==> src/design/rlirq_pkg.sv <==
// rlirq_pkg: shared types and constants for the raster line interrupt register block
// item structs, operation codes, register offsets and raster timing constants
// no dependencies
package rlirq_pkg;

  // raster geometry
  localparam int unsigned LINE_W          = 9;
  localparam logic [LINE_W-1:0] LINES_PER_FRAME = 9'd312;
  localparam logic [LINE_W-1:0] BADLINE_FIRST   = 9'h030;
  localparam logic [LINE_W-1:0] BADLINE_LAST    = 9'h0f7;

  // register file geometry
  localparam int unsigned IDX_W     = 6;
  localparam int unsigned DATA_W    = 8;
  localparam int unsigned REG_DEPTH = 49;
  localparam logic [IDX_W-1:0] REG_COUNT = 6'd49;

  // register offsets with side effects
  localparam logic [IDX_W-1:0] REG_CONTROL = 6'h11;
  localparam logic [IDX_W-1:0] REG_RASTER  = 6'h12;
  localparam logic [IDX_W-1:0] REG_STATUS  = 6'h19;
  localparam logic [IDX_W-1:0] REG_MASK    = 6'h1a;

  // status bits set on a raster match
  localparam logic [DATA_W-1:0] RASTER_FLAGS = 8'b1000_0001;

  typedef enum logic [1:0] {
    OP_WRITE   = 2'd0,
    OP_READ    = 2'd1,
    OP_ADVANCE = 2'd2,
    OP_CHECK   = 2'd3
  } op_e;

  typedef struct packed {
    logic [1:0]        opcode;
    logic [IDX_W-1:0]  reg_index;
    logic [DATA_W-1:0] write_data;
  } in_item_t;

  typedef struct packed {
    logic [DATA_W-1:0] read_data;
    logic              raster_match;
    logic              badline;
    logic [LINE_W-1:0] scanline;
  } out_item_t;

  // register file write port
  typedef struct packed {
    logic              en;
    logic [IDX_W-1:0]  addr;
    logic [DATA_W-1:0] data;
  } rf_wr_t;

endpackage

==> src/design/raster_line_irq_register_block.sv <==
// raster_line_irq_register_block: top level with input register, execute logic and result register
// instantiates rlirq_regfile and rlirq_exec
// depends on rlirq_pkg
//
//  channel | signals                            | direction | payload
//  --------+------------------------------------+-----------+--------------------
//  in      | in_valid_i, in_ready_o, in_data_i  | to block  | in_item_t
//  out     | out_valid_o, out_ready_i, out_data_o | from block | out_item_t
//
// one item per clock while the result side keeps up; an accepted item passes through the input
// register and then the result register; the register file read is issued at acceptance
// and its registered data meets the item in the input register
// reset clears the raster state, the register file valid flags and both stage valids
// a stalled result holds the input register; a new item is taken whenever the input
// register is empty or moves into the result register in the same cycle
module raster_line_irq_register_block (
  input  logic                 clk_i,
  input  logic                 rst_ni,
  input  logic                 in_valid_i,
  output logic                 in_ready_o,
  input  rlirq_pkg::in_item_t  in_data_i,
  output logic                 out_valid_o,
  input  logic                 out_ready_i,
  output rlirq_pkg::out_item_t out_data_o
);
  import rlirq_pkg::*;

  logic      s1_valid_q;
  in_item_t  s1_item_q;
  logic      out_valid_q;
  out_item_t out_item_q;
  logic      in_fire;
  logic      s1_fire;
  rf_wr_t    rf_wr;
  logic [DATA_W-1:0] rf_rdata;
  out_item_t result;

  // handshake
  assign s1_fire    = s1_valid_q && (!out_valid_q || out_ready_i);
  assign in_ready_o = !s1_valid_q || s1_fire;
  assign in_fire    = in_valid_i && in_ready_o;

  // register file, read at acceptance
  rlirq_regfile u_regfile (
    .clk_i     (clk_i),
    .rst_ni    (rst_ni),
    .rd_en_i   (in_fire),
    .rd_addr_i (in_data_i.reg_index),
    .wr_i      (rf_wr),
    .rd_data_o (rf_rdata)
  );

  // raster state and result logic
  rlirq_exec u_exec (
    .clk_i      (clk_i),
    .rst_ni     (rst_ni),
    .item_i     (s1_item_q),
    .commit_i   (s1_fire),
    .rf_rdata_i (rf_rdata),
    .rf_wr_o    (rf_wr),
    .result_o   (result)
  );

  // stage valids
  always_ff @(posedge clk_i or negedge rst_ni) begin
    if (!rst_ni) begin
      s1_valid_q  <= 1'b0;
      out_valid_q <= 1'b0;
    end else begin
      if (in_ready_o) begin
        s1_valid_q <= in_valid_i;
      end
      if (s1_fire) begin
        out_valid_q <= 1'b1;
      end else if (out_ready_i) begin
        out_valid_q <= 1'b0;
      end
    end
  end

  // stage payloads
  always_ff @(posedge clk_i) begin
    if (in_fire) begin
      s1_item_q <= in_data_i;
    end
    if (s1_fire) begin
      out_item_q <= result;
    end
  end

  assign out_valid_o = out_valid_q;
  assign out_data_o  = out_item_q;

`ifndef ASSERT_OFF
  a_fire_fills_output: assert property (@(posedge clk_i) disable iff (!rst_ni)
    s1_fire |=> out_valid_q)
    else $error("processed item did not reach the result register");

  a_ready_when_empty: assert property (@(posedge clk_i) disable iff (!rst_ni)
    !s1_valid_q |-> in_ready_o)
    else $error("input refused with empty input register");

  a_out_scanline_range: assert property (@(posedge clk_i) disable iff (!rst_ni)
    out_valid_q |-> (out_item_q.scanline < LINES_PER_FRAME))
    else $error("result scanline out of frame");
`endif

endmodule

==> src/design/rlirq_regfile.sv <==
// rlirq_regfile: 49-entry byte register file with registered read and per-entry valid bits
// entries never written read as zero; a write leaving the execute stage bypasses to a same-edge read
// depends on rlirq_pkg
module rlirq_regfile (
  input  logic                            clk_i,
  input  logic                            rst_ni,
  input  logic                            rd_en_i,
  input  logic [rlirq_pkg::IDX_W-1:0]     rd_addr_i,
  input  rlirq_pkg::rf_wr_t               wr_i,
  output logic [rlirq_pkg::DATA_W-1:0]    rd_data_o
);
  import rlirq_pkg::*;

  logic [DATA_W-1:0]    mem [REG_DEPTH];
  logic [REG_DEPTH-1:0] valid_q;
  logic [DATA_W-1:0]    rdata_q;
  logic                 rvalid_q;
  logic                 rvalid_d;
  logic                 rd_hit;
  logic                 rd_in_range;

  // read address checks
  assign rd_in_range = rd_addr_i < REG_COUNT;
  assign rd_hit      = wr_i.en && (wr_i.addr == rd_addr_i);

  always_comb begin
    rvalid_d = 1'b0;
    if (rd_in_range) begin
      rvalid_d = rd_hit || valid_q[rd_addr_i];
    end
  end

  // storage array and read port, write bypass on same address
  always_ff @(posedge clk_i) begin
    if (wr_i.en) begin
      mem[wr_i.addr] <= wr_i.data;
    end
    if (rd_en_i && rd_in_range) begin
      if (rd_hit) begin
        rdata_q <= wr_i.data;
      end else begin
        rdata_q <= mem[rd_addr_i];
      end
    end
  end

  // written-entry flags and read qualifier
  always_ff @(posedge clk_i or negedge rst_ni) begin
    if (!rst_ni) begin
      valid_q  <= '0;
      rvalid_q <= 1'b0;
    end else begin
      if (wr_i.en) begin
        valid_q[wr_i.addr] <= 1'b1;
      end
      if (rd_en_i) begin
        rvalid_q <= rvalid_d;
      end
    end
  end

  assign rd_data_o = rvalid_q ? rdata_q : '0;

endmodule

==> src/design/rlirq_exec.sv <==
// rlirq_exec: raster state (line, compare, flags, mask, control copy) and result logic
// works on the item held in the input register; state commits when the item moves on
// depends on rlirq_pkg
module rlirq_exec (
  input  logic                         clk_i,
  input  logic                         rst_ni,
  input  rlirq_pkg::in_item_t          item_i,
  input  logic                         commit_i,
  input  logic [rlirq_pkg::DATA_W-1:0] rf_rdata_i,
  output rlirq_pkg::rf_wr_t            rf_wr_o,
  output rlirq_pkg::out_item_t         result_o
);
  import rlirq_pkg::*;

  op_e               op;
  logic              in_range;
  logic [LINE_W:0]   line_inc;
  logic [LINE_W-1:0] line_q, line_d;
  logic [LINE_W-1:0] cmp_q, cmp_d;
  logic [DATA_W-1:0] flags_q, flags_d;
  logic [DATA_W-1:0] mask_q, mask_d;
  logic [6:0]        ctrl_q, ctrl_d;
  logic [DATA_W-1:0] rd_data;
  logic              match;
  logic              badline;

  assign op       = op_e'(item_i.opcode);
  assign in_range = item_i.reg_index < REG_COUNT;
  assign line_inc = {1'b0, line_q} + {{LINE_W{1'b0}}, 1'b1};

  // next state and read value for the current item
  always_comb begin
    line_d  = line_q;
    cmp_d   = cmp_q;
    flags_d = flags_q;
    mask_d  = mask_q;
    ctrl_d  = ctrl_q;
    rd_data = '0;
    match   = 1'b0;
    case (op)
      OP_WRITE: begin
        if (in_range) begin
          case (item_i.reg_index)
            REG_CONTROL: begin
              cmp_d[LINE_W-1] = item_i.write_data[7];
              ctrl_d          = item_i.write_data[6:0];
            end
            REG_RASTER: cmp_d[7:0] = item_i.write_data;
            REG_STATUS: flags_d    = flags_q & ~item_i.write_data;
            REG_MASK:   mask_d     = item_i.write_data;
            default: ;
          endcase
        end
      end
      OP_READ: begin
        if (in_range) begin
          case (item_i.reg_index)
            REG_CONTROL: rd_data = {line_q[LINE_W-1], ctrl_q};
            REG_RASTER:  rd_data = line_q[7:0];
            REG_STATUS:  rd_data = flags_q;
            REG_MASK:    rd_data = mask_q;
            default:     rd_data = rf_rdata_i;
          endcase
        end
      end
      OP_ADVANCE: begin
        if (line_inc >= {1'b0, LINES_PER_FRAME}) begin
          line_d = '0;
        end else begin
          line_d = line_inc[LINE_W-1:0];
        end
      end
      OP_CHECK: begin
        if (line_q == cmp_q) begin
          flags_d = flags_q | RASTER_FLAGS;
          match   = 1'b1;
        end
      end
      default: ;
    endcase
  end

  // badline on the state after this item
  assign badline = (line_d >= BADLINE_FIRST) && (line_d <= BADLINE_LAST) &&
                   (line_d[2:0] == ctrl_d[2:0]) && ctrl_d[4];

  // register file write for every in-range store, special offsets included
  assign rf_wr_o.en   = commit_i && (op == OP_WRITE) && in_range;
  assign rf_wr_o.addr = item_i.reg_index;
  assign rf_wr_o.data = item_i.write_data;

  assign result_o.read_data    = rd_data;
  assign result_o.raster_match = match;
  assign result_o.badline      = badline;
  assign result_o.scanline     = line_d;

  // raster state registers
  always_ff @(posedge clk_i or negedge rst_ni) begin
    if (!rst_ni) begin
      line_q  <= '0;
      cmp_q   <= '0;
      flags_q <= '0;
      mask_q  <= '0;
      ctrl_q  <= '0;
    end else if (commit_i) begin
      line_q  <= line_d;
      cmp_q   <= cmp_d;
      flags_q <= flags_d;
      mask_q  <= mask_d;
      ctrl_q  <= ctrl_d;
    end
  end

`ifndef ASSERT_OFF
  a_line_in_frame: assert property (@(posedge clk_i) disable iff (!rst_ni)
    line_q < LINES_PER_FRAME)
    else $error("scanline left the frame");

  a_match_sets_flags: assert property (@(posedge clk_i) disable iff (!rst_ni)
    commit_i && match |=> flags_q[7] && flags_q[0])
    else $error("raster match did not set status flags");

  a_line_only_on_advance: assert property (@(posedge clk_i) disable iff (!rst_ni)
    commit_i && (op != OP_ADVANCE) |=> $stable(line_q))
    else $error("scanline moved without an advance");
`endif

endmodule

==> config.mk <==
export PLATFORM = sky130hd
export DESIGN_NAME = raster_line_irq_register_block
export DESIGN_NICKNAME = d
export VERILOG_FILES = /design/src/design/rlirq_pkg.sv /design/src/design/raster_line_irq_register_block.sv /design/src/design/rlirq_regfile.sv /design/src/design/rlirq_exec.sv
export SDC_FILE = /design/constraint.sdc
export NUM_CORES = 1
export LEC_CHECK = 0
export BUFFER_PORTS_ARGS = -buffer_cell sky130_fd_sc_hd__buf_2
export CORE_ASPECT_RATIO = 1.4
export CORE_UTILIZATION = 55
export CTS_BUF_LIST = sky130_fd_sc_hd__clkbuf_4 sky130_fd_sc_hd__clkbuf_8
export DETAILED_ROUTE_END_ITERATION = 8
export GPL_ROUTABILITY_DRIVEN = 0
export PLACE_DENSITY = 0.72
export SYNTH_ARGS = -nofsm -noshare
export SYNTH_HDL_FRONTEND = slang
export SYNTH_SLANG_ARGS = --single-unit
export TNS_END_PERCENT = 100
==> constraint.sdc <==
create_clock -name clk_i -period 6.7 [get_ports clk_i]
set_input_delay 1.34 -clock clk_i [delete_from_list [all_inputs] [get_ports clk_i]]
set_output_delay 1.34 -clock clk_i [all_outputs]
set_load 0.02 [all_outputs]
==> impl_metrics.json <==
{
  "outcome": "completed",
  "antenna_found_initial": 1,
  "post_cts_sizing_count": 0,
  "hpwlAfterDp_mm": 29.4,
  "crit_type": "input port to flop",
  "insertedDiodeCount": 0,
  "post_drt_via_cell_ratio": 6.19,
  "vdd_ir_drop_max_mv": 0.159,
  "synth-edff-count": 435,
  "postLayoutCoreUtil_pct": 62.0,
  "post_synth_fa_ha_maj_area_fraction_pct": 0.117,
  "dr_total_vias": 11082,
  "worst-path-max-fanout": 61,
  "chipWidth_um": 169,
  "drt_first_pass_iters": 6,
  "synthSimpleGateAreaFrac_pct": 6.02,
  "worst_setup_path_end_kind": "flop",
  "multi_input_area_um2": 5690,
  "grt_usage_pct": 25.3,
  "seqPwrFrac_pct": 52.9,
  "critical_path.startpoint_type": "input port",
  "seqCellArea_um2": 15400,
  "number_of_buffers_added_to_fix_hold_violations_after_cts": 0,
  "ys_seq_area_share_pct": 72.0,
  "clock_tree.htree_level_count": 3,
  "finalSetupViolations": 0,
  "post_route_cells_drive_above_1_share_pct": 33.6,
  "place_inst": 1645,
  "post_synthesis_cell_type_count": 56,
  "synth_warnings": 0,
  "drcViolationCount": 0,
  "yosys.area.top_type": "sky130_fd_sc_hd__edfxtp_1",
  "worst_pin_slew_ns": 1.19,
  "grt_first_pass_wirelength_mm": 71.6,
  "comb_power_share_pct": 7.9,
  "detail_route.wl_per_cell_um": 26.8,
  "flops_latches_synth": 528,
  "p_switching_mw": 1.64,
  "layout.cells.non_filler": 1791,
  "synthesized_netlist_net_count": 1147,
  "first_global_vias": 11116,
  "starting_density_of_the_core_pct": 55.7,
  "clock_power_share_pct": 39.1,
  "number_of_ports_placed_on_the_die_boundary": 41,
  "skew_final_ns": 0.0426,
  "synth.area.top_cells": "sky130_fd_sc_hd__edfxtp_1 61%, sky130_fd_sc_hd__mux4_2 15%, sky130_fd_sc_hd__dfrtp_1 11%",
  "syn_to_final_growth_pct": 11.4,
  "setup-tns-final_ns": 0,
  "hold_class": "flop to flop",
  "synth_compound_area_share_pct": 2.45,
  "drt_iter0_drc": 1425,
  "avgSynthCellArea_um2": 19.0,
  "dominantRegCellSynth": "sky130_fd_sc_hd__edfxtp_1",
  "floorplan.rows": 85,
  "arrival_ns": 4.49,
  "clockRootBuffer": "sky130_fd_sc_hd__clkbuf_8",
  "synth_xor_xnor_area_share_pct": 0.819,
  "rsz_0062_raised_after_global_routing": "no",
  "tritoncts.num_buffers": 78,
  "syn-instance-count": 1125,
  "tritoncts": "yes",
  "final_critical_path_share_of_the_clock_period_pct": 61.4,
  "max-slew-margin-rel_pct": 20.5,
  "finalWirelength_mm": 48.0,
  "final_hold_violating_endpoints": 0,
  "min_period_ns": 4.11,
  "dieArea_um2": 39700,
  "die_h_um": 235,
  "layout.nets": 1225,
  "io_buffer_count": 40,
  "sinks_on_the_clock_net": 528,
  "total_of_max_cap_violations": 0,
  "synthArstFlopShare_pct": 17.6,
  "main_combinational_cell_family_by_area_after_synthesis": "multiplexers",
  "buffer_count_from_post_cts_setup_fixing": 0,
  "fillerInstances": 2698,
  "power.density_cell_area_nw_per_um2": 296,
  "gr_overflow_total": 0,
  "grt_max_degree": 62,
  "netlist.area_leader.share_pct": 61.1,
  "p_sw_share_pct": 23.3,
  "hold_slack_ns": 0.462,
  "maxClockFrequency_mhz": 243,
  "placeableCoreArea_um2": 38400,
  "critical_path_required_ns": 7.08,
  "detail-route-antenna-nets": 0,
  "synth.cell_area_um2": 21400,
  "cts.clk_slew.worst_paths_ns": 0.06,
  "synth.mux.area_fraction_pct": 17.1,
  "clock_path_buffers": 3,
  "internal_power_mw": 5.40,
  "clkLatencyLatePin_ns": 0.64,
  "cellLeakagePower_nw": 8.27,
  "maxSlewViolCount": 0
}
[power by group through the flow]
stage	sequential, mW	clock, mW	combinational, mW
final	3.73	2.76	0.560
after global routing	3.73	2.93	0.602
after CTS	3.73	2.80	0.561
after detailed placement	3.79	0	0.559
after global placement	3.79	0	0.548
after floorplan	3.77	0	0.395
[state kept, by name, indices dropped and copies added (netlist names), 8 cells and up]
signal             cells
u_regfile.mem        392
u_regfile.valid_q     49
out_data_o            19
s1_item_q             16
u_exec.cmp_q           9
u_exec.line_q          9
u_exec.flags_q         8
u_exec.mask_q          8
u_regfile.rdata_q      8
[layer usage]
layer | vias to the layer above | track usage [%] | routed length (µm)
met5 | - | 0 | 0
met4 | 0 | 10.9 | 1680
met3 | 105 | 4.49 | 3640
met2 | 555 | 42.7 | 25100
met1 | 5745 | 32.3 | 17500
li1 | 4677 | - | -
[cell families (layout without fill, tap and decap cells)]
kind of cell,count (synthesis),in the layout
AO/OA/AOI/OAI,72,72
multiplexers,183,183
buffers and inverters,68,212
adder cells (fa/ha/maj),2,2
AND/OR/NAND/NOR,252,252
flip-flops,528,528
XOR/XNOR,20,20
[worst max-delay path, stage by stage]
cell and delay (ns):
sky130_fd_sc_hd__buf_6 0.61, sky130_fd_sc_hd__buf_4 0.62, sky130_fd_sc_hd__mux4_2 0.58, sky130_fd_sc_hd__mux4_2 0.52, sky130_fd_sc_hd__mux4_2 0.46, sky130_fd_sc_hd__mux2_2 0.27
[through the flow]
stage,cell area (µm²),total power [mW],setup WS [ns]
finish,23800,7.04,2.59
global route,23800,7.27,2.38
CTS,23800,7.09,2.55
detailed placement,22100,4.35,1.88
global placement,22100,4.34,1.88
floorplan,21400,4.17,2.89
[layout make-up]
type / count / share of cell area (%)
multi-input cells: 529 / 23.9
clock inverters: 28 / 0.993
well taps: 522 / 2.74
flip-flops and latches: 528 / 64.6
repair buffers: 57 / 1.42
inverters: 9 / 0.142
clock buffers: 118 / 6.17
[cell usage in the layout (no fill, tap or decap), types with 4 or more instances in the layout]
cell type	instances
sky130_fd_sc_hd__a22oi_1	16
sky130_fd_sc_hd__a31oi_1	14
sky130_fd_sc_hd__and2_1	4
sky130_fd_sc_hd__buf_2	37
sky130_fd_sc_hd__buf_4	19
sky130_fd_sc_hd__clkbuf_4	25
sky130_fd_sc_hd__clkbuf_8	93
sky130_fd_sc_hd__clkinv_1	9
sky130_fd_sc_hd__clkinv_2	9
sky130_fd_sc_hd__dfrtp_1	93
sky130_fd_sc_hd__edfxtp_1	435
sky130_fd_sc_hd__inv_1	9
sky130_fd_sc_hd__mux2_2	34
sky130_fd_sc_hd__mux2i_1	6
sky130_fd_sc_hd__mux4_2	143
sky130_fd_sc_hd__nand2_1	49
sky130_fd_sc_hd__nand2b_1	11
sky130_fd_sc_hd__nand3_1	15
sky130_fd_sc_hd__nand3b_1	6
sky130_fd_sc_hd__nand4_1	5
sky130_fd_sc_hd__nor2_1	75
sky130_fd_sc_hd__nor2b_1	4
sky130_fd_sc_hd__nor3_1	9
sky130_fd_sc_hd__nor3b_1	4
sky130_fd_sc_hd__o211ai_1	7
sky130_fd_sc_hd__o21a_1	7
sky130_fd_sc_hd__o21ai_0	6
sky130_fd_sc_hd__o31ai_1	4
sky130_fd_sc_hd__or2_2	48
sky130_fd_sc_hd__xnor2_1	19
[cell usage after synthesis, types with 5 or more instances]
cell type	number
sky130_fd_sc_hd__edfxtp_1	435
sky130_fd_sc_hd__mux4_2	143
sky130_fd_sc_hd__dfrtp_1	93
sky130_fd_sc_hd__nor2_1	75
sky130_fd_sc_hd__nand2_1	49
sky130_fd_sc_hd__or2_2	48
sky130_fd_sc_hd__clkbuf_1	35
sky130_fd_sc_hd__mux2_2	34
sky130_fd_sc_hd__xnor2_1	19
sky130_fd_sc_hd__a22oi_1	16
sky130_fd_sc_hd__nand3_1	15
sky130_fd_sc_hd__a31oi_1	14
sky130_fd_sc_hd__buf_4	11
sky130_fd_sc_hd__nand2b_1	11
sky130_fd_sc_hd__buf_2	9
sky130_fd_sc_hd__inv_1	9
sky130_fd_sc_hd__nor3_1	9
sky130_fd_sc_hd__o211ai_1	7
sky130_fd_sc_hd__o21a_1	7
sky130_fd_sc_hd__mux2i_1	6
sky130_fd_sc_hd__nand3b_1	6
sky130_fd_sc_hd__o21ai_0	6
sky130_fd_sc_hd__nand4_1	5
[worst paths after layout]
kind,startpoint,to,slack [ns],depth (start not counted)
max in group asynchronous,rst_ni,u_exec.cmp_q[0],4.77,2
max reg2reg,u_exec.line_q[0],u_exec.line_q[4],3.17,8
min,u_regfile.valid_q[26],u_regfile.valid_q[26],0.46,1
min in group asynchronous,rst_ni,u_exec.line_q[6],0.77,1
max,in_data_i[8],u_regfile.rdata_q[4],2.59,6
min reg2reg,u_regfile.valid_q[26],u_regfile.valid_q[26],0.46,1
Power figures use the tool's default switching activity.
